$ cat src/rtl/jnl_pkg.sv
// ----------------------------------------------------------------------------
// JSON number lexer package
// Shared constants, phase and status codes, and the state and result records
// used by the lexer step logic and the top level.
// ----------------------------------------------------------------------------
package jnl_pkg;

   localparam int unsigned CHAR_W      = 8;
   localparam int unsigned VALUE_W     = 64;
   localparam int unsigned DIGIT_W     = 5;
   localparam int unsigned LEN_W       = 10;
   localparam int unsigned STATUS_W    = 3;
   localparam int unsigned RSP_TDATA_W = 80;

   localparam int unsigned MAX_TOKEN_LENGTH = 1023;
   localparam logic [LEN_W-1:0] LEN_CAP =
      LEN_W'((MAX_TOKEN_LENGTH < 1023) ? MAX_TOKEN_LENGTH : 1023);

   localparam logic [DIGIT_W-1:0] DIGIT_CAP      = 5'd31;
   localparam logic [DIGIT_W-1:0] INT_DIGITS_MAX = 5'd19;

   localparam logic [VALUE_W-1:0] POS_LIMIT = 64'h7FFF_FFFF_FFFF_FFFF;
   localparam logic [VALUE_W-1:0] NEG_LIMIT = 64'h8000_0000_0000_0000;

   localparam logic [CHAR_W-1:0] CH_PLUS    = 8'h2B;
   localparam logic [CHAR_W-1:0] CH_MINUS   = 8'h2D;
   localparam logic [CHAR_W-1:0] CH_DOT     = 8'h2E;
   localparam logic [CHAR_W-1:0] CH_ZERO    = 8'h30;
   localparam logic [CHAR_W-1:0] CH_NINE    = 8'h39;
   localparam logic [CHAR_W-1:0] CH_E_UPPER = 8'h45;
   localparam logic [CHAR_W-1:0] CH_E_LOWER = 8'h65;

   typedef enum logic [3:0] {
      PH_IDLE  = 4'd0,
      PH_SIGN  = 4'd1,
      PH_INT   = 4'd2,
      PH_FRAC0 = 4'd3,
      PH_FRAC  = 4'd4,
      PH_EXP0  = 4'd5,
      PH_EXPS  = 4'd6,
      PH_EXP   = 4'd7,
      PH_START = 4'd8
   } phase_type;

   typedef enum logic [STATUS_W-1:0] {
      ST_INT_OK        = 3'd0,
      ST_NEEDS_DOUBLE  = 3'd1,
      ST_NO_INT_DIGITS = 3'd2,
      ST_LEADING_ZERO  = 3'd3,
      ST_NO_FRAC_DIGITS = 3'd4,
      ST_NO_EXP_DIGITS = 3'd5
   } status_type;

   typedef struct packed {
      phase_type            phase;
      logic                 negative;
      logic [VALUE_W-1:0]   magnitude;
      logic [DIGIT_W-1:0]   digit_count;
      logic                 first_zero;
      logic                 float_seen;
      logic [LEN_W-1:0]     length;
   } state_type;

   typedef struct packed {
      status_type           status;
      logic [VALUE_W-1:0]   value;
      logic [DIGIT_W-1:0]   digit_count;
      logic [LEN_W-1:0]     length;
   } result_type;

endpackage

$ cat src/rtl/jnl_step.sv
// ----------------------------------------------------------------------------
// JSON number lexer step
// Next-state and result logic for one byte: grammar phase, sign, decimal
// accumulator, digit and length counts, and the end-of-token result.
// ----------------------------------------------------------------------------
module jnl_step (
   input  jnl_pkg::state_type            state_ff,
   input  logic [jnl_pkg::CHAR_W-1:0]    char_byte,
   input  logic                          token_start,
   output jnl_pkg::state_type            state_in,
   output logic                          emit,
   output jnl_pkg::result_type           result
);

   jnl_pkg::state_type              cur;
   jnl_pkg::state_type              digit_state;
   logic                            is_digit;
   logic                            is_exp;
   logic                            is_sign;
   logic [3:0]                      digit;
   logic [jnl_pkg::LEN_W-1:0]       length_inc;
   logic [jnl_pkg::VALUE_W-1:0]     mag_next;
   logic [jnl_pkg::VALUE_W-1:0]     limit;
   logic                            too_big;
   jnl_pkg::status_type             finish_status;
   logic [jnl_pkg::VALUE_W-1:0]     finish_value;

   always_comb begin
      cur = state_ff;
      if (token_start) begin
         cur = '0;
         cur.phase = jnl_pkg::PH_START;
      end
   end

   assign is_digit = (char_byte >= jnl_pkg::CH_ZERO) && (char_byte <= jnl_pkg::CH_NINE);
   assign is_exp   = (char_byte == jnl_pkg::CH_E_LOWER) || (char_byte == jnl_pkg::CH_E_UPPER);
   assign is_sign  = (char_byte == jnl_pkg::CH_PLUS) || (char_byte == jnl_pkg::CH_MINUS);
   assign digit    = 4'(char_byte - jnl_pkg::CH_ZERO);

   assign length_inc = (cur.length < jnl_pkg::LEN_CAP) ?
                       cur.length + 1'b1 : cur.length;
   assign mag_next   = (cur.magnitude << 3) + (cur.magnitude << 1) +
                       {{(jnl_pkg::VALUE_W-4){1'b0}}, digit};

   always_comb begin
      digit_state = cur;
      if (cur.digit_count == '0) begin
         digit_state.first_zero = (digit == 4'd0);
      end
      if (cur.digit_count < jnl_pkg::INT_DIGITS_MAX) begin
         digit_state.magnitude = mag_next;
      end
      if (cur.digit_count < jnl_pkg::DIGIT_CAP) begin
         digit_state.digit_count = cur.digit_count + 1'b1;
      end
      digit_state.length = length_inc;
      digit_state.phase  = jnl_pkg::PH_INT;
   end

   assign limit   = cur.negative ? jnl_pkg::NEG_LIMIT : jnl_pkg::POS_LIMIT;
   assign too_big = cur.float_seen || (cur.digit_count > jnl_pkg::INT_DIGITS_MAX) ||
                    ((cur.digit_count == jnl_pkg::INT_DIGITS_MAX) &&
                     (cur.magnitude > limit));
   assign finish_status = too_big ? jnl_pkg::ST_NEEDS_DOUBLE : jnl_pkg::ST_INT_OK;
   assign finish_value  = too_big ? '0 :
                          (cur.negative ? (~cur.magnitude + 1'b1) : cur.magnitude);

   always_comb begin
      state_in           = cur;
      emit               = 1'b0;
      result.status      = jnl_pkg::ST_INT_OK;
      result.value       = '0;
      result.digit_count = cur.digit_count;
      result.length      = cur.length;
      unique case (cur.phase)
         jnl_pkg::PH_START: begin
            if (char_byte == jnl_pkg::CH_MINUS) begin
               state_in.negative = 1'b1;
               state_in.length   = length_inc;
               state_in.phase    = jnl_pkg::PH_SIGN;
            end else if (is_digit) begin
               state_in = digit_state;
            end else begin
               emit          = 1'b1;
               result.status = jnl_pkg::ST_NO_INT_DIGITS;
            end
         end
         jnl_pkg::PH_SIGN: begin
            if (is_digit) begin
               state_in = digit_state;
            end else begin
               emit          = 1'b1;
               result.status = jnl_pkg::ST_NO_INT_DIGITS;
            end
         end
         jnl_pkg::PH_INT: begin
            if (is_digit) begin
               state_in = digit_state;
            end else if (cur.first_zero && (cur.digit_count > 5'd1)) begin
               emit          = 1'b1;
               result.status = jnl_pkg::ST_LEADING_ZERO;
            end else if (char_byte == jnl_pkg::CH_DOT) begin
               state_in.float_seen = 1'b1;
               state_in.length     = length_inc;
               state_in.phase      = jnl_pkg::PH_FRAC0;
            end else if (is_exp) begin
               state_in.float_seen = 1'b1;
               state_in.length     = length_inc;
               state_in.phase      = jnl_pkg::PH_EXP0;
            end else begin
               emit          = 1'b1;
               result.status = finish_status;
               result.value  = finish_value;
            end
         end
         jnl_pkg::PH_FRAC0: begin
            if (is_digit) begin
               state_in.length = length_inc;
               state_in.phase  = jnl_pkg::PH_FRAC;
            end else begin
               emit          = 1'b1;
               result.status = jnl_pkg::ST_NO_FRAC_DIGITS;
            end
         end
         jnl_pkg::PH_FRAC: begin
            if (is_digit) begin
               state_in.length = length_inc;
            end else if (is_exp) begin
               state_in.length = length_inc;
               state_in.phase  = jnl_pkg::PH_EXP0;
            end else begin
               emit          = 1'b1;
               result.status = finish_status;
               result.value  = finish_value;
            end
         end
         jnl_pkg::PH_EXP0: begin
            if (is_sign) begin
               state_in.length = length_inc;
               state_in.phase  = jnl_pkg::PH_EXPS;
            end else if (is_digit) begin
               state_in.length = length_inc;
               state_in.phase  = jnl_pkg::PH_EXP;
            end else begin
               emit          = 1'b1;
               result.status = jnl_pkg::ST_NO_EXP_DIGITS;
            end
         end
         jnl_pkg::PH_EXPS: begin
            if (is_digit) begin
               state_in.length = length_inc;
               state_in.phase  = jnl_pkg::PH_EXP;
            end else begin
               emit          = 1'b1;
               result.status = jnl_pkg::ST_NO_EXP_DIGITS;
            end
         end
         jnl_pkg::PH_EXP: begin
            if (is_digit) begin
               state_in.length = length_inc;
            end else begin
               emit          = 1'b1;
               result.status = finish_status;
               result.value  = finish_value;
            end
         end
         default: begin
            state_in.phase = jnl_pkg::PH_IDLE;
         end
      endcase
      if (emit) begin
         state_in.phase = jnl_pkg::PH_IDLE;
      end
   end

endmodule

$ cat src/rtl/json_number_lexer_int64.sv
// ----------------------------------------------------------------------------
// JSON number lexer, int64 result
// Scans a byte stream against the JSON number grammar and reports, for each
// token, an int64 value or the need for double conversion, or a grammar error.
// ----------------------------------------------------------------------------
// The req channel carries one text byte per transfer, with req_tuser set on
// the first byte of a number token. Bytes outside an open token are dropped.
// The first byte that does not fit the grammar closes the token; it is not
// counted in the token and yields exactly one transfer on the rsp channel.
// A new token start over an open token discards the open one silently.
// The rsp channel carries the status in rsp_tuser and the value, integer
// digit count and token length in rsp_tdata.
// Each accepted byte goes through an input register and then one pass of
// grammar logic that updates the lexer state and the result register, so the
// block takes one byte per cycle while no result is stalled. A result is
// stored in the result register as the closing byte leaves the input register.
// When rsp_tready is low with a result pending, the input register holds its
// byte and req_tready drops once that register is full.
// Reset clears the valid flags of both registers and returns the lexer to idle.
// ----------------------------------------------------------------------------
module json_number_lexer_int64 (
   input  logic                               clock,
   input  logic                               reset,
   input  logic                               req_tvalid,
   output logic                               req_tready,
   input  logic [7:0]                         req_tdata,  // char_byte
   input  logic                               req_tuser,  // token_start
   output logic                               rsp_tvalid,
   input  logic                               rsp_tready,
   // int_value[63:0], int_digit_count[68:64], token_length[78:69], zero pad
   output logic [jnl_pkg::RSP_TDATA_W-1:0]    rsp_tdata,
   output logic [jnl_pkg::STATUS_W-1:0]       rsp_tuser   // status
);

   logic                         in_valid_ff;
   logic [jnl_pkg::CHAR_W-1:0]   char_ff;
   logic                         start_ff;
   jnl_pkg::state_type           state_ff;
   jnl_pkg::state_type           state_in;
   logic                         rsp_valid_ff;
   jnl_pkg::result_type          result_ff;
   jnl_pkg::result_type          result_in;
   logic                         emit;
   logic                         fire;

   jnl_step u_step (
      .state_ff    (state_ff),
      .char_byte   (char_ff),
      .token_start (start_ff),
      .state_in    (state_in),
      .emit        (emit),
      .result      (result_in)
   );

   assign fire       = in_valid_ff && (!rsp_valid_ff || rsp_tready);
   assign req_tready = !in_valid_ff || fire;

   always_ff @(posedge clock) begin
      if (reset) begin
         in_valid_ff  <= 1'b0;
         rsp_valid_ff <= 1'b0;
         state_ff     <= '0;
      end else begin
         if (req_tready) begin
            in_valid_ff <= req_tvalid;
         end
         if (fire) begin
            state_ff     <= state_in;
            rsp_valid_ff <= emit;
         end else if (rsp_tready) begin
            rsp_valid_ff <= 1'b0;
         end
      end
   end

   always_ff @(posedge clock) begin
      if (req_tvalid && req_tready) begin
         char_ff  <= req_tdata;
         start_ff <= req_tuser;
      end
      if (fire && emit) begin
         result_ff <= result_in;
      end
   end

   assign rsp_tvalid = rsp_valid_ff;
   assign rsp_tuser  = result_ff.status;
   assign rsp_tdata  = {1'b0, result_ff.length, result_ff.digit_count, result_ff.value};

endmodule

$ cat config.mk
export PLATFORM = sky130hd
export DESIGN_NAME = json_number_lexer_int64
export DESIGN_NICKNAME = d
export VERILOG_FILES = /design/src/rtl/jnl_pkg.sv /design/src/rtl/jnl_step.sv /design/src/rtl/json_number_lexer_int64.sv
export SDC_FILE = /design/constraint.sdc
export NUM_CORES = 1
export LEC_CHECK = 0
export ABC_AREA = 0
export BUFFER_PORTS_ARGS = -buffer_cell sky130_fd_sc_hd__buf_2
export CORE_ASPECT_RATIO = 1.75
export CORE_MARGIN = 4
export CORE_UTILIZATION = 60
export CTS_CLUSTER_SIZE = 24
export DETAILED_ROUTE_END_ITERATION = 8
export MAX_ROUTING_LAYER = met4
export PLACE_DENSITY = 0.8
export SETUP_SLACK_MARGIN = 0.2
export SYNTH_ARGS = -nofsm -noshare
export SYNTH_HDL_FRONTEND = slang
export SYNTH_HIERARCHICAL = 1
export SYNTH_SLANG_ARGS = --single-unit
$ cat constraint.sdc
create_clock -name clock -period 20.5 [get_ports clock]
set_clock_uncertainty 0.15 [all_clocks]
set_input_delay 2.05 -clock clock [delete_from_list [all_inputs] [get_ports clock]]
set_output_delay 2.05 -clock clock [all_outputs]
set_load 0.03 [all_outputs]
# Yosys cells after proc, flatten, opt, wreduce, memory -nomap -nowiden
# Index checks and enable logic that the tools add are counted.
[word_totals] ff_bits=179 latchBits=0 ramBits=0 romBits=0 output_inout_bits=85 memories=0
[classes] add_sub_neg=6 mul=0 div_mod_pow=0 order_cmp=8 eq_ne=14 n_shift=0 muxes=59 bitwise=1 reduce_logical=19
[ops] op="67-bit 2-to-1 mux" count=5
[ops] op="64-bit 2-to-1 mux" count=5
[ops] op="72-bit one-hot mux with 3 select lines" count=1
[ops] op="64-bit one-hot mux with 3 select lines" count=1
[ops] op="86-bit 2-to-1 mux" count=2
[ops] op="71-bit 2-to-1 mux" count=1
[ops] op="70-bit 2-to-1 mux" count=1
[ops] op="64-bit by 1-bit adder with 64-bit output, second input constant" count=1
[ops] op="64-bit by 4-bit adder with 64-bit output" count=1
[ops] op="64-bit adder" count=1
[ops] op="64-bit > comparator" count=1
[ops] op="64-bit NOT" count=1
[ops] op="10-bit 2-to-1 mux" count=6
[ops] op="10-bit one-hot mux with 6 select lines" count=1
[ops] op="11-bit 2-to-1 mux" count=4
[ops] op="4-bit 2-to-1 mux" count=9
[ops] op="4-bit one-hot mux with 8 select lines" count=1
[ops] op="8-bit by 6-bit equality test with 1-bit output, second input constant" count=3
[ops] op="3-bit one-hot mux with 8 select lines" count=1
[ops] op="4-bit by 3-bit equality test with 1-bit output, second input constant" count=4
[ops] op="8-bit by 7-bit equality test with 1-bit output, second input constant" count=2
[ops] op="3-bit 2-to-1 mux" count=5
[ops] op="1-bit 2-to-1 mux" count=12
[ops] op="10-bit by 1-bit adder with 10-bit output, second input constant" count=1
[ops] op="other kinds (23)" count=37

# Longest topological paths before layout
# Gate-level depths: netlist of run 1.
[logic_depth] depth_word=11 ltp_mapped=23 mapped_depth_nobuf=18

# Modules after synthesis
# Netlist of run 1, hierarchy kept.
[by_module_without_submodules] mod="jnl_step" n_inst=1 cells_per_inst=1498 area_each_um2=9680.5 seq_area_each_um2=0.0
[by_module_without_submodules] mod="json_number_lexer_int64" n_inst=1 cells_per_inst=478 area_each_um2=6685.2 seq_area_each_um2=4494.3

# Worst setup path before layout of run 1
# OpenSTA, ideal clock, no wires.
[synth_timing] path_kind="register to register" start="reg start_ff" end="reg result_ff (netlist bit rsp_tdata[0]) (enable)" setup_time_ns=0.524 arrival_ns=5.797 slack_ns=14.029 path_stages_with_launch=15 path_buffers=3 path_cell_list="edfxtp_1 buf_1 inv_1 clkbuf_1 clkbuf_1 nand2_1 inv_1 ha_1 o22a_1 nor2_1 nand2_1 a21oi_1 or3_1 nand2_1 nor2_1"
[synth_lines] element="start, declared" line_no="json_number_lexer_int64.sv:37" rtl="logic start_ff;"
[synth_lines] element="start signal, assigned" line_no="json_number_lexer_int64.sv:79" rtl="start_ff <= req_tuser;"
[synth_lines] element="end signal, assigned" line_no="json_number_lexer_int64.sv:82" rtl="result_ff <= result_in;"
[synth_lines] element="end, declared" line_no="json_number_lexer_int64.sv:41" rtl="jnl_pkg::result_type result_ff;"

==> impl_metrics.ini, run 1 <==
[placed_design]
dp_hpwl_um = 33300
numPortBuffers = 96
place_congestion = 1.04

[detailed_routing]
via_per_inst = 6.24
drt_drc_violations_left = 0
antenna_left = 0
dr.pass1.iters = 5
vias = 14800
drt_iter0_markers = 1166
routed_wl_um = 45300
wl_per_cell_um = 19.1

[pwr]
p_seq_share_pct = 50.1
p_sw_uw = 181
pwr-share-comb_pct = 6.6
ir_drop_v = 0.0000653
p_per_area_mw_per_mm2 = 43.6
swShare_pct = 23.7
p_int_uw = 583
p_clk_share_pct = 43.3
p_leak_uw = 0.00733

[global_routing]
grt_pass1_wl_um = 72100
grt_overflow = 0
antenna_found_initial = 0
grt_max_degree = 111
grt_pass1_vias = 14400
grt.total_usage_pct = 30.3

[yosys]
syn_inst = 1976
syn_nets = 2152
synth_top_family_by_area = simple AND/OR/NAND/NOR gates
synthAdderAreaFrac_pct = 12.7
synth-edff-count = 91
synth.most_common_cell = nand2b_1
seq_area_frac_synth_pct = 27.5
ys.flop_type = edfxtp_1
netlist_top_cells_count = nand2b_1, nand2_1, nor2_1, ha_1, o21ai_0
ys_warn_count = 6
yosysTopAreaCellShare_pct = 16.7
synth-seq-cells = 179
yosysTopAreaCell = edfxtp_1
synth_mux_area_share_pct = 6.45
synth_area_leaders = edfxtp_1, ha_1, dfxtp_1, nand2b_1, mux2i_1
postSynthAreaPerCell_um2 = 8.28
yosys.cell_types.count = 79
synth_compound_area_share_pct = 16.5
async_flop_share_pct = 0
synth_xor_area_share_pct = 7.06
synthSimpleGateAreaFrac_pct = 25.7
synth_area_mm2 = 0.0164

[cts]
clk_pin_slew_ns = 0.07
cts_inserted_buffers = 17
holdBufCountCts = 0
cts_resized = 0
h-tree-depth = 4
clk_latency_ns = 0.45
cts_tree = yes
post_cts_buffers = 0
clk_path_buf_depth = 2
cts-root-buf = clkbuf_16
cts_sinks = 179

[critical_path]
worstSetupPathType = flip-flop to flip-flop
r2r-start = start_ff
cp_data_arrival_time_ns = 6.19
cp_max_fo = 42
worst-path-stages = 19
critPathCaptureType = flip-flop
setup.worst_path.end = state_ff[65]
slowest_delay_ns = 0.61
rrSetupSlack_ns = 14.54
ff2ff_path_depth = 19
path_buf_inv = 4
crit_start = start_ff
cp-start-kind = flip-flop
cp_slowest_cell = a211oi_1
r2r-end = state_ff[65]
crit_chain = buf_4, inv_1, buf_4, nand2_1, inv_1, fa_1, fa_1, a21o_1, nand4_1, a211oi_1, o31ai_1, o311a_1, o21ai_0, a21bo_2, a21boi_0, or4_1, nand3_1, nand2b_1, mux2i_1
cp_top_family = compound AO/OA/AOI/OAI gates
crit_required_ns = 20.73

[sta]
tightest_slew_ns = 1.14
hold_viol_final = 0
final-setup-viol-count = 0
finalCriticalPeriod_ns = 5.96
tns_ns = 0
timing.final.crit_share_pct = 29.1
timing.hold.ws_ns = 0.326
grt_setup_unrepaired = false
max_slew_margin_pct = 24.3
finalMaxSlewViolations = 0
fmax_mhz = 168

[worst_hold_path]
hp-class = flip-flop to flip-flop

[floorplan]
start_util_pct = 61.1
core_mm2 = 0.0268
placement_rows = 79
die_area_mm2 = 0.0301
fp.dieH_um = 226
dieWidth_um = 133
io_pins = 98

[final_layout]
fillers = 2302
diodes = 0
syn2layout_area_growth_pct = 7.07
drive_gt1_share_pct = 9.36
fin_nets = 2171

[status]
status = finished, final reports clean

[flow_run]
drv_cap = 0
-- state kept, by name (all words and copies together), names as in the netlist --
| name | cells |
|---|---|
| state_ff | 86 |
| rsp_tuser | 3 |
| char_ff | 8 |
| rsp_tvalid | 1 |
| start_ff | 1 |
| in_valid_ff | 1 |
| rsp_tdata | 79 |
-- worst register-to-register path, stage by stage (launching register included) --
cell      delay (ns)
edfxtp_1        0.33
buf_4           0.41
inv_1           0.36
buf_4           0.31
nand2_1         0.15
inv_1           0.09
fa_1            0.57
fa_1            0.24
a21o_1          0.14
nand4_1         0.16
a211oi_1        0.61
o31ai_1         0.25
o311a_1         0.37
o21ai_0         0.58
a21bo_2         0.26
a21boi_0        0.16
or4_1           0.50
nand3_1         0.09
nand2b_1        0.06
mux2i_1         0.11
-- power groups by stage --
stage	clock (uW)	sequential [uW]	combinational, uW
2_1_floorplan	0	396	33.3
3_3_place_gp	0	391	48.9
3_5_place_dp	0	391	49.8
4_1_cts	336	383	49.9
5_1_grt	351	383	53.1
6_report	331	383	50.2
-- worst min path at each step --
stage	startpoint	endpoint	depth (start not counted)
finish	state_ff[80]	state_ff[80]	2
floorplan	state_ff[80]	state_ff[80]	2
CTS	state_ff[80]	state_ff[80]	2
global route	state_ff[11]	state_ff[11]	2
global placement	state_ff[80]	state_ff[80]	2
detailed placement	state_ff[80]	state_ff[80]	2
-- per-layer routing --
layer	up-vias	track usage, %	share of wire, %
li1	7105	-	-
met3	161	3.40	4.9
met5	-	-	0
met4	0	18.3	6.1
met2	557	53.7	51
met1	6967	32.5	38
-- kinds of logic (layout without fill, tap and decap cells) --
kind of cell               Yosys count  count (layout)
adders and majority gates          165             165
xor gates and xnor gates           132             132
and+or+nand+nor                    801             801
buffers and inverters              156             188
muxes                              104             104
DFF                                179             179
AOI/OAI and AO/OA                  437             437
other                                2               2
-- through the flow --
| stage | total power [uW] | setup slack, ns | std cells | cell area (um2) | utilization, % |
|---|---|---|---|---|---|
| floorplan | 430 | 14.03 | 1976 | 16400 | - |
| global placement | 440 | 14.83 | 2340 | 16900 | 63.2 |
| detailed placement | 441 | 14.65 | 2340 | 16900 | 63.2 |
| CTS | 768 | 14.62 | 2372 | 17500 | 65.4 |
| global route | 787 | 14.22 | 2372 | 17500 | 65.4 |
| finish | 764 | 14.54 | 2372 | 17500 | 65.4 |
-- final cells by class --
class / count / area [um2] / share of cell area (%)
Tap cell: 364 / 455 / 2.60
Timing Repair Buffer: 113 / 611 / 3.48
Inverter: 43 / 161 / 0.921
Clock inverter: 12 / 128 / 0.728
Sequential cell: 179 / 4500 / 25.7
Multi-Input combinational cell: 1641 / 11200 / 64.0
Clock buffer: 20 / 457 / 2.61
-- placed cells by master, fill, tap and decap left out, types with 5 or more instances in the layout --
cell type,instances
o21ai_0,132
or4_1,7
mux2i_1,92
clkbuf_16,17
nor4_1,15
a31oi_1,12
buf_4,18
a21o_1,35
nor2b_1,81
o211ai_1,6
xor2_1,74
a21oi_1,129
nand2b_1,187
or3_1,10
xnor2_1,58
nor3_1,41
o21a_1,13
o31ai_1,25
a221oi_1,5
nor2_1,161
nand2_1,170
o22ai_1,7
and4_1,6
edfxtp_1,91
or2_2,9
nand4_1,37
o21bai_1,20
mux2_2,12
a211oi_1,5
ha_1,161
and2_1,5
inv_1,43
dfxtp_1,87
nand3_1,25
a31o_2,6
buf_2,95
and3_1,19
(Power assumes the default switching activity.)
==> run 2: changes to the inputs <==
--- a/config.mk
+++ b/config.mk
@@ -9,11 +9,11 @@
 export BUFFER_PORTS_ARGS = -buffer_cell sky130_fd_sc_hd__buf_2
 export CORE_ASPECT_RATIO = 1.75
 export CORE_MARGIN = 4
-export CORE_UTILIZATION = 60
+export CORE_UTILIZATION = 57
 export CTS_CLUSTER_SIZE = 24
 export DETAILED_ROUTE_END_ITERATION = 8
 export MAX_ROUTING_LAYER = met4
-export PLACE_DENSITY = 0.8
+export PLACE_DENSITY = 0.79
 export SETUP_SLACK_MARGIN = 0.2
 export SYNTH_ARGS = -nofsm -noshare
 export SYNTH_HDL_FRONTEND = slang
==> constraint.sdc (replaced) <==
create_clock -name clock -period 4.9 [get_ports clock]
set_clock_uncertainty 0.15 [all_clocks]
set_input_delay 0.49 -clock clock [delete_from_list [all_inputs] [get_ports clock]]
set_output_delay 0.49 -clock clock [all_outputs]
set_load 0.03 [all_outputs]
==> run 2 against run 1 <==
  * Die area increased by 5.0%
  * First-iteration DRC count decreased by 10%
  * Setup slack worse by 14 ns
  * Clock power rose to 4.4 times the previous value
  * Worst hold slack lost 0.26 ns
  * Critical path depth shrank 3
  * Sequential share of layout area down 0.60 points
  * Non-clock buffer count grew 24
  * Combinational power grew to 4.4 times the previous value
  * Register-to-register slack got worse by 14 ns
  * Critical endpoint is now state_ff[74]
==> impl_metrics.ini, run 2 (synthesis gave the netlist of run 1 again) <==
[sta]
tns_ns = 0
grt_setup_unrepaired = true
hold_viol_final = 0
finalMaxSlewViolations = 0
finalCriticalPeriod_ns = 4.60
timing.final.crit_share_pct = 93.9
setup_slack_ns = 0.297
final-setup-viol-count = 0
tightest_slew_ns = 0.998
fmax_mhz = 217
max_slew_margin_pct = 31.8
timing.hold.ws_ns = 0.0627

[final_layout]
fillers = 2447
syn2layout_area_growth_pct = 9.65
diodes = 0
layout_commonest_cell = nand2b_1
drive_gt1_share_pct = 12.5
mostFrequentLayoutCells = nand2b_1, nand2_1, ha_1, nor2_1, o21ai_0
fin_nets = 2195
largest-register = state_ff
largest_register_ffs = 86
fin_cells = 2405

[global_routing]
antenna_found_initial = 0
grt.total_usage_pct = 30.2
grt_max_degree = 110
grt_overflow = 0
grt_pass1_vias = 14600
grt_pass1_wl_um = 74300

[critical_path]
setup.worst_path.end = state_ff[74]
critPathCaptureType = flip-flop
cp_max_fo = 45
cp-start-kind = flip-flop
worstSetupPathType = flip-flop to flip-flop
cp_data_arrival_time_ns = 4.78
ff2ff_path_depth = 16
crit_start = start_ff
crit_required_ns = 5.07
r2r-start = start_ff
rrSetupSlack_ns = 0.30
r2r-end = state_ff[74]

[pwr]
finalPower_uw = 3270
p_leak_uw = 0.00747
p_per_area_mw_per_mm2 = 182
p_seq_share_pct = 48.9
ir_drop_v = 0.000243
p_int_uw = 2460
p_sw_uw = 810
swShare_pct = 24.8
pwr-share-comb_pct = 6.8
p_clk_share_pct = 44.3

[detailed_routing]
wl_per_cell_um = 19.4
dr.pass1.iters = 6
drt_iter0_markers = 1048
via_per_inst = 6.17
routed_wl_um = 46600
drt_drc_violations_left = 0
vias = 14800
antenna_left = 0

[cts]
cts_tree = yes
h-tree-depth = 4
holdBufCountCts = 0
cts-root-buf = clkbuf_16
cts_sinks = 179
clk_latency_ns = 0.46
cts_inserted_buffers = 17
clk_pin_slew_ns = 0.07
clk_path_buf_depth = 2

[status]
status = finished, final reports clean

[floorplan]
fp.dieH_um = 232
dieWidth_um = 136
placement_rows = 81
start_util_pct = 58.1
core_mm2 = 0.0282
die_area_mm2 = 0.0316
io_pins = 98

[worst_hold_path]
worstHoldStart = req_tdata[3]
hp-class = input pin to flip-flop

[placed_design]
place_congestion = 0.984
place_inst = 2372
place_ws_ns = 0.209
numPortBuffers = 96
dp_hpwl_um = 35000

[flow_run]
drv_cap = 0
run 2: changes by cell type in the layout (fill, tap and decap cells not counted), sizes merged:
cell,previous run,this run
clkinv,4,7
inv,47,46
clkbuf,20,18
buf,113,137
run 2: worst min-delay path by stage:
stage,to,slack [ns],cells past startpoint
final,char_ff[3],0.06,1
after global routing,char_ff[3],0.05,1
after CTS,char_ff[3],0.05,1
after detailed placement,state_ff[11],0.32,2
after global placement,state_ff[80],0.31,2
after floorplan,state_ff[80],0.29,2
run 2: layout make-up:
| type | count | area (um2) | share of cell area, % |
|---|---|---|---|
| clock buffer | 18 | 450 | 2.51 |
| sequential | 179 | 4500 | 25.1 |
| multi-input combinational | 1641 | 11400 | 63.4 |
| timing repair buffer | 137 | 820 | 4.57 |
| clock inverter | 14 | 174 | 0.969 |
| inverter | 43 | 161 | 0.899 |
| tap | 373 | 467 | 2.60 |
run 2: power groups by stage:
stage	sequential, uW	clock, uW	combinational (uW)
after detailed placement	1630	0	219
final	1600	1450	221
after global routing	1600	1530	234
after floorplan	1660	0	144
after global placement	1630	0	217
after CTS	1600	1470	220
run 2: what timing repair did:
action / in CTS / in global routing
gates resized for setup: 1 / 23
endpoints found under the setup margin: 2 / 76
hold endpoints to repair: 0 / 0
gates cloned: 0 / 0
buffers inserted: 0 / 1
pin swaps: 0 / 3
run 2: stage by stage:
stage | util [%] | area, um2
CTS | 63.4 | 17900
floorplan | - | 16500
global route | 63.7 | 17900
detailed placement | 61.2 | 17200
finish | 63.7 | 17900
global placement | 61.2 | 17200
run 2: layer usage:
layer  track usage (%)  vias up  routed length [um]
li1                  -     7145                   -
met1              33.0     7006               18000
met3              2.97      161                1990
met5                 -        -                   0
met4              18.0        0                2900
met2              52.4      521               23700
run 2: critical path, cell delays in order, from the launching register on:
cell and delay (ns):
edfxtp_1 0.45, buf_12 0.22, nor2b_1 0.33, ha_1 0.30, ha_1 0.42, nand4_1 0.24, nor2_2 0.23, nand3_1 0.20
o21ai_0 0.39, a21oi_1 0.20, o21ai_1 0.22, a21oi_1 0.21, nor4_1 0.32, mux2i_1 0.21, o311ai_0 0.15, nand2b_1 0.12
mux2i_1 0.07
==> run 3: changes to the inputs <==
--- a/config.mk
+++ b/config.mk
@@ -14,6 +14,7 @@
 export DETAILED_ROUTE_END_ITERATION = 8
 export MAX_ROUTING_LAYER = met4
 export PLACE_DENSITY = 0.79
+export RECOVER_POWER = 25
 export SETUP_SLACK_MARGIN = 0.2
 export SYNTH_ARGS = -nofsm -noshare
 export SYNTH_HDL_FRONTEND = slang
==> run 3 against run 2 <==
  * The flow now finishes with violations (capacitance limit, slew limit)
  * Sequential share of layout area is 0.14 points higher
  * Largest cell class unchanged
  * Die area did not move
  * Critical path depth unchanged
  * First-iteration DRC count up 2.6%
  * Non-clock buffer count unchanged
  * Final cell count unchanged
  * Clock power about the same
  * Routed wire length is 0.53% higher
  * Power about the same
  * Sequential cell count stayed put
  * Largest power group unchanged
  * Critical endpoint is now state_ff[78]
  * Sequential power barely moved
==> impl_metrics.ini, run 3 (synthesis gave the netlist of run 1 again) <==
[worst_hold_path]
worstHoldStart = req_tdata[3]
worstHoldEndpoint = char_ff[3]
holdPathStages = 1
hp-class = input pin to flip-flop

[placed_design]
numPortBuffers = 96
place_congestion = 0.984
dp_hpwl_um = 35000

[global_routing]
grt_overflow = 0
grt_pass1_wl_um = 74300
grt.total_usage_pct = 30.2
antenna_found_initial = 0
grt_max_degree = 110
grt_pass1_vias = 14600

[critical_path]
cp_data_arrival_time_ns = 4.74
cp_max_fo = 45
cp-start-kind = flip-flop
rrSetupSlack_ns = 0.33
crit_chain = buf_12, nor2b_1, ha_1, ha_1, nand4_1, nor2_2, nand3_1, o21ai_0, a21oi_1, o21ai_1, a21oi_1, nor4b_2, mux2i_1, o311ai_0, nand2b_1, mux2i_1
slowest_delay_ns = 0.45
crit_required_ns = 5.07
cp_slowest_cell = edfxtp_1
worstSetupPathType = flip-flop to flip-flop
critPathCaptureType = flip-flop
ff2ff_path_depth = 16
r2r-end = state_ff[78]
r2r-start = start_ff

[floorplan]
placement_rows = 81
dieWidth_um = 136
core_mm2 = 0.0282
io_pins = 98
die_area_mm2 = 0.0316
start_util_pct = 58.1
fp.dieH_um = 232

[detailed_routing]
antenna_left = 0
via_per_inst = 6.15
drt_iter0_markers = 1075
dr.pass1.iters = 8
wl_per_cell_um = 19.5
drt_drc_violations_left = 0
routed_wl_um = 46800
vias = 14800

[flow_run]
drv_cap = 1

[cts]
cts_inserted_buffers = 17
cts_tree = yes
cts-root-buf = clkbuf_16
cts_sinks = 179
holdBufCountCts = 0
clk_path_buf_depth = 2
clk_pin_slew_ns = 0.07
clk_latency_ns = 0.46
h-tree-depth = 4

[sta]
hold_viol_final = 0
tns_ns = 0
final-setup-viol-count = 0
tightest_slew_ns = 3.47
timing.final.crit_share_pct = 93.2
grt_setup_unrepaired = true
finalMaxSlewViolations = 110
finalCriticalPeriod_ns = 4.57
max_slew_margin_pct = -131
fmax_mhz = 219

[final_layout]
diodes = 0
syn2layout_area_growth_pct = 9.06
fin_nets = 2195
mostFrequentLayoutCells = nand2b_1, nand2_1, ha_1, nor2_1, o21ai_0
fillers = 2480
largest-register = state_ff
drive_gt1_share_pct = 9.20
largest_register_ffs = 86
layout_commonest_cell = nand2b_1

[status]
status = finished with violations
failed_checks = capacitance limit, slew limit

[pwr]
p_leak_uw = 0.00725
p_per_area_mw_per_mm2 = 183
ir_drop_v = 0.000242
finalPower_uw = 3270
[run 3: cell count changes in the layout (fill, tap and decap cells not counted), sizes merged]
cell / previous run / this run
buf: 137 / 70
clkbuf: 18 / 85
[run 3: worst max-delay path by stage]
stage,start,depth (start not counted),end
6_report,start_ff,16,state_ff[78]
5_1_grt,start_ff,16,state_ff[78]
4_1_cts,start_ff,12,rsp_tdata[54]
2_1_floorplan,start_ff,22,state_ff[65]
3_3_place_gp,start_ff,14,rsp_tdata[57]
3_5_place_dp,start_ff,14,rsp_tdata[57]
[run 3: area by class of cell]
class                      instances  area [um2]  area share [%]
clock buffer                      18         450            2.52
clock inverter                    14         174           0.974
inverter                          43         161           0.904
multi-input combinational       1641       11400            63.7
sequential                       179        4500            25.2
tap                              373         467            2.61
timing repair buffer             137         731            4.09
[run 3: worst max-delay path, delay by kind of cell, from the launching register on]
kind,cells,cell delay (ns)
fa+ha+maj,2,0.72
simple gates,6,1.43
flops,1,0.45
mux,2,0.28
compound gates,5,1.15
buf+inv,1,0.23
[run 3: metal layers]
| metal | global-route usage [%] | up-vias | part of all wire [%] |
|---|---|---|---|
| met5 | - | - | 0 |
| met4 | 18.0 | 0 | 6.3 |
| met3 | 2.97 | 174 | 4.6 |
| met2 | 52.4 | 497 | 51 |
| met1 | 33.0 | 6984 | 38 |
| li1 | - | 7140 | - |
[run 3: what timing repair did]
action / 4_1_cts / 5_1_grt
pin swaps: 0 / 3
setup endpoints to repair: 2 / 76
gates resized for setup: 1 / 23
buffers inserted: 0 / 1
[run 3: where the power goes]
group          internal, uW  leakage, uW  total (uW)  switching (uW)
sequential             1590      0.00164        1600            13.8
clock                   796     0.000298        1450             651
combinational          75.2      0.00531         220             145
[run 3: stage by stage]
step	instance area (um2)	std cells	setup slack [ns]	utilization, %	hold WS (ns)
2_1_floorplan	16500	1976	0.159	-	0.294
4_1_cts	17900	2404	0.239	63.4	0.0461
3_5_place_dp	17200	2372	0.209	61.2	0.318
3_3_place_gp	17200	2372	0.267	61.2	0.305
5_1_grt	17800	2405	0.146	63.3	0.0496
6_report	17800	2405	0.333	63.3	0.0633
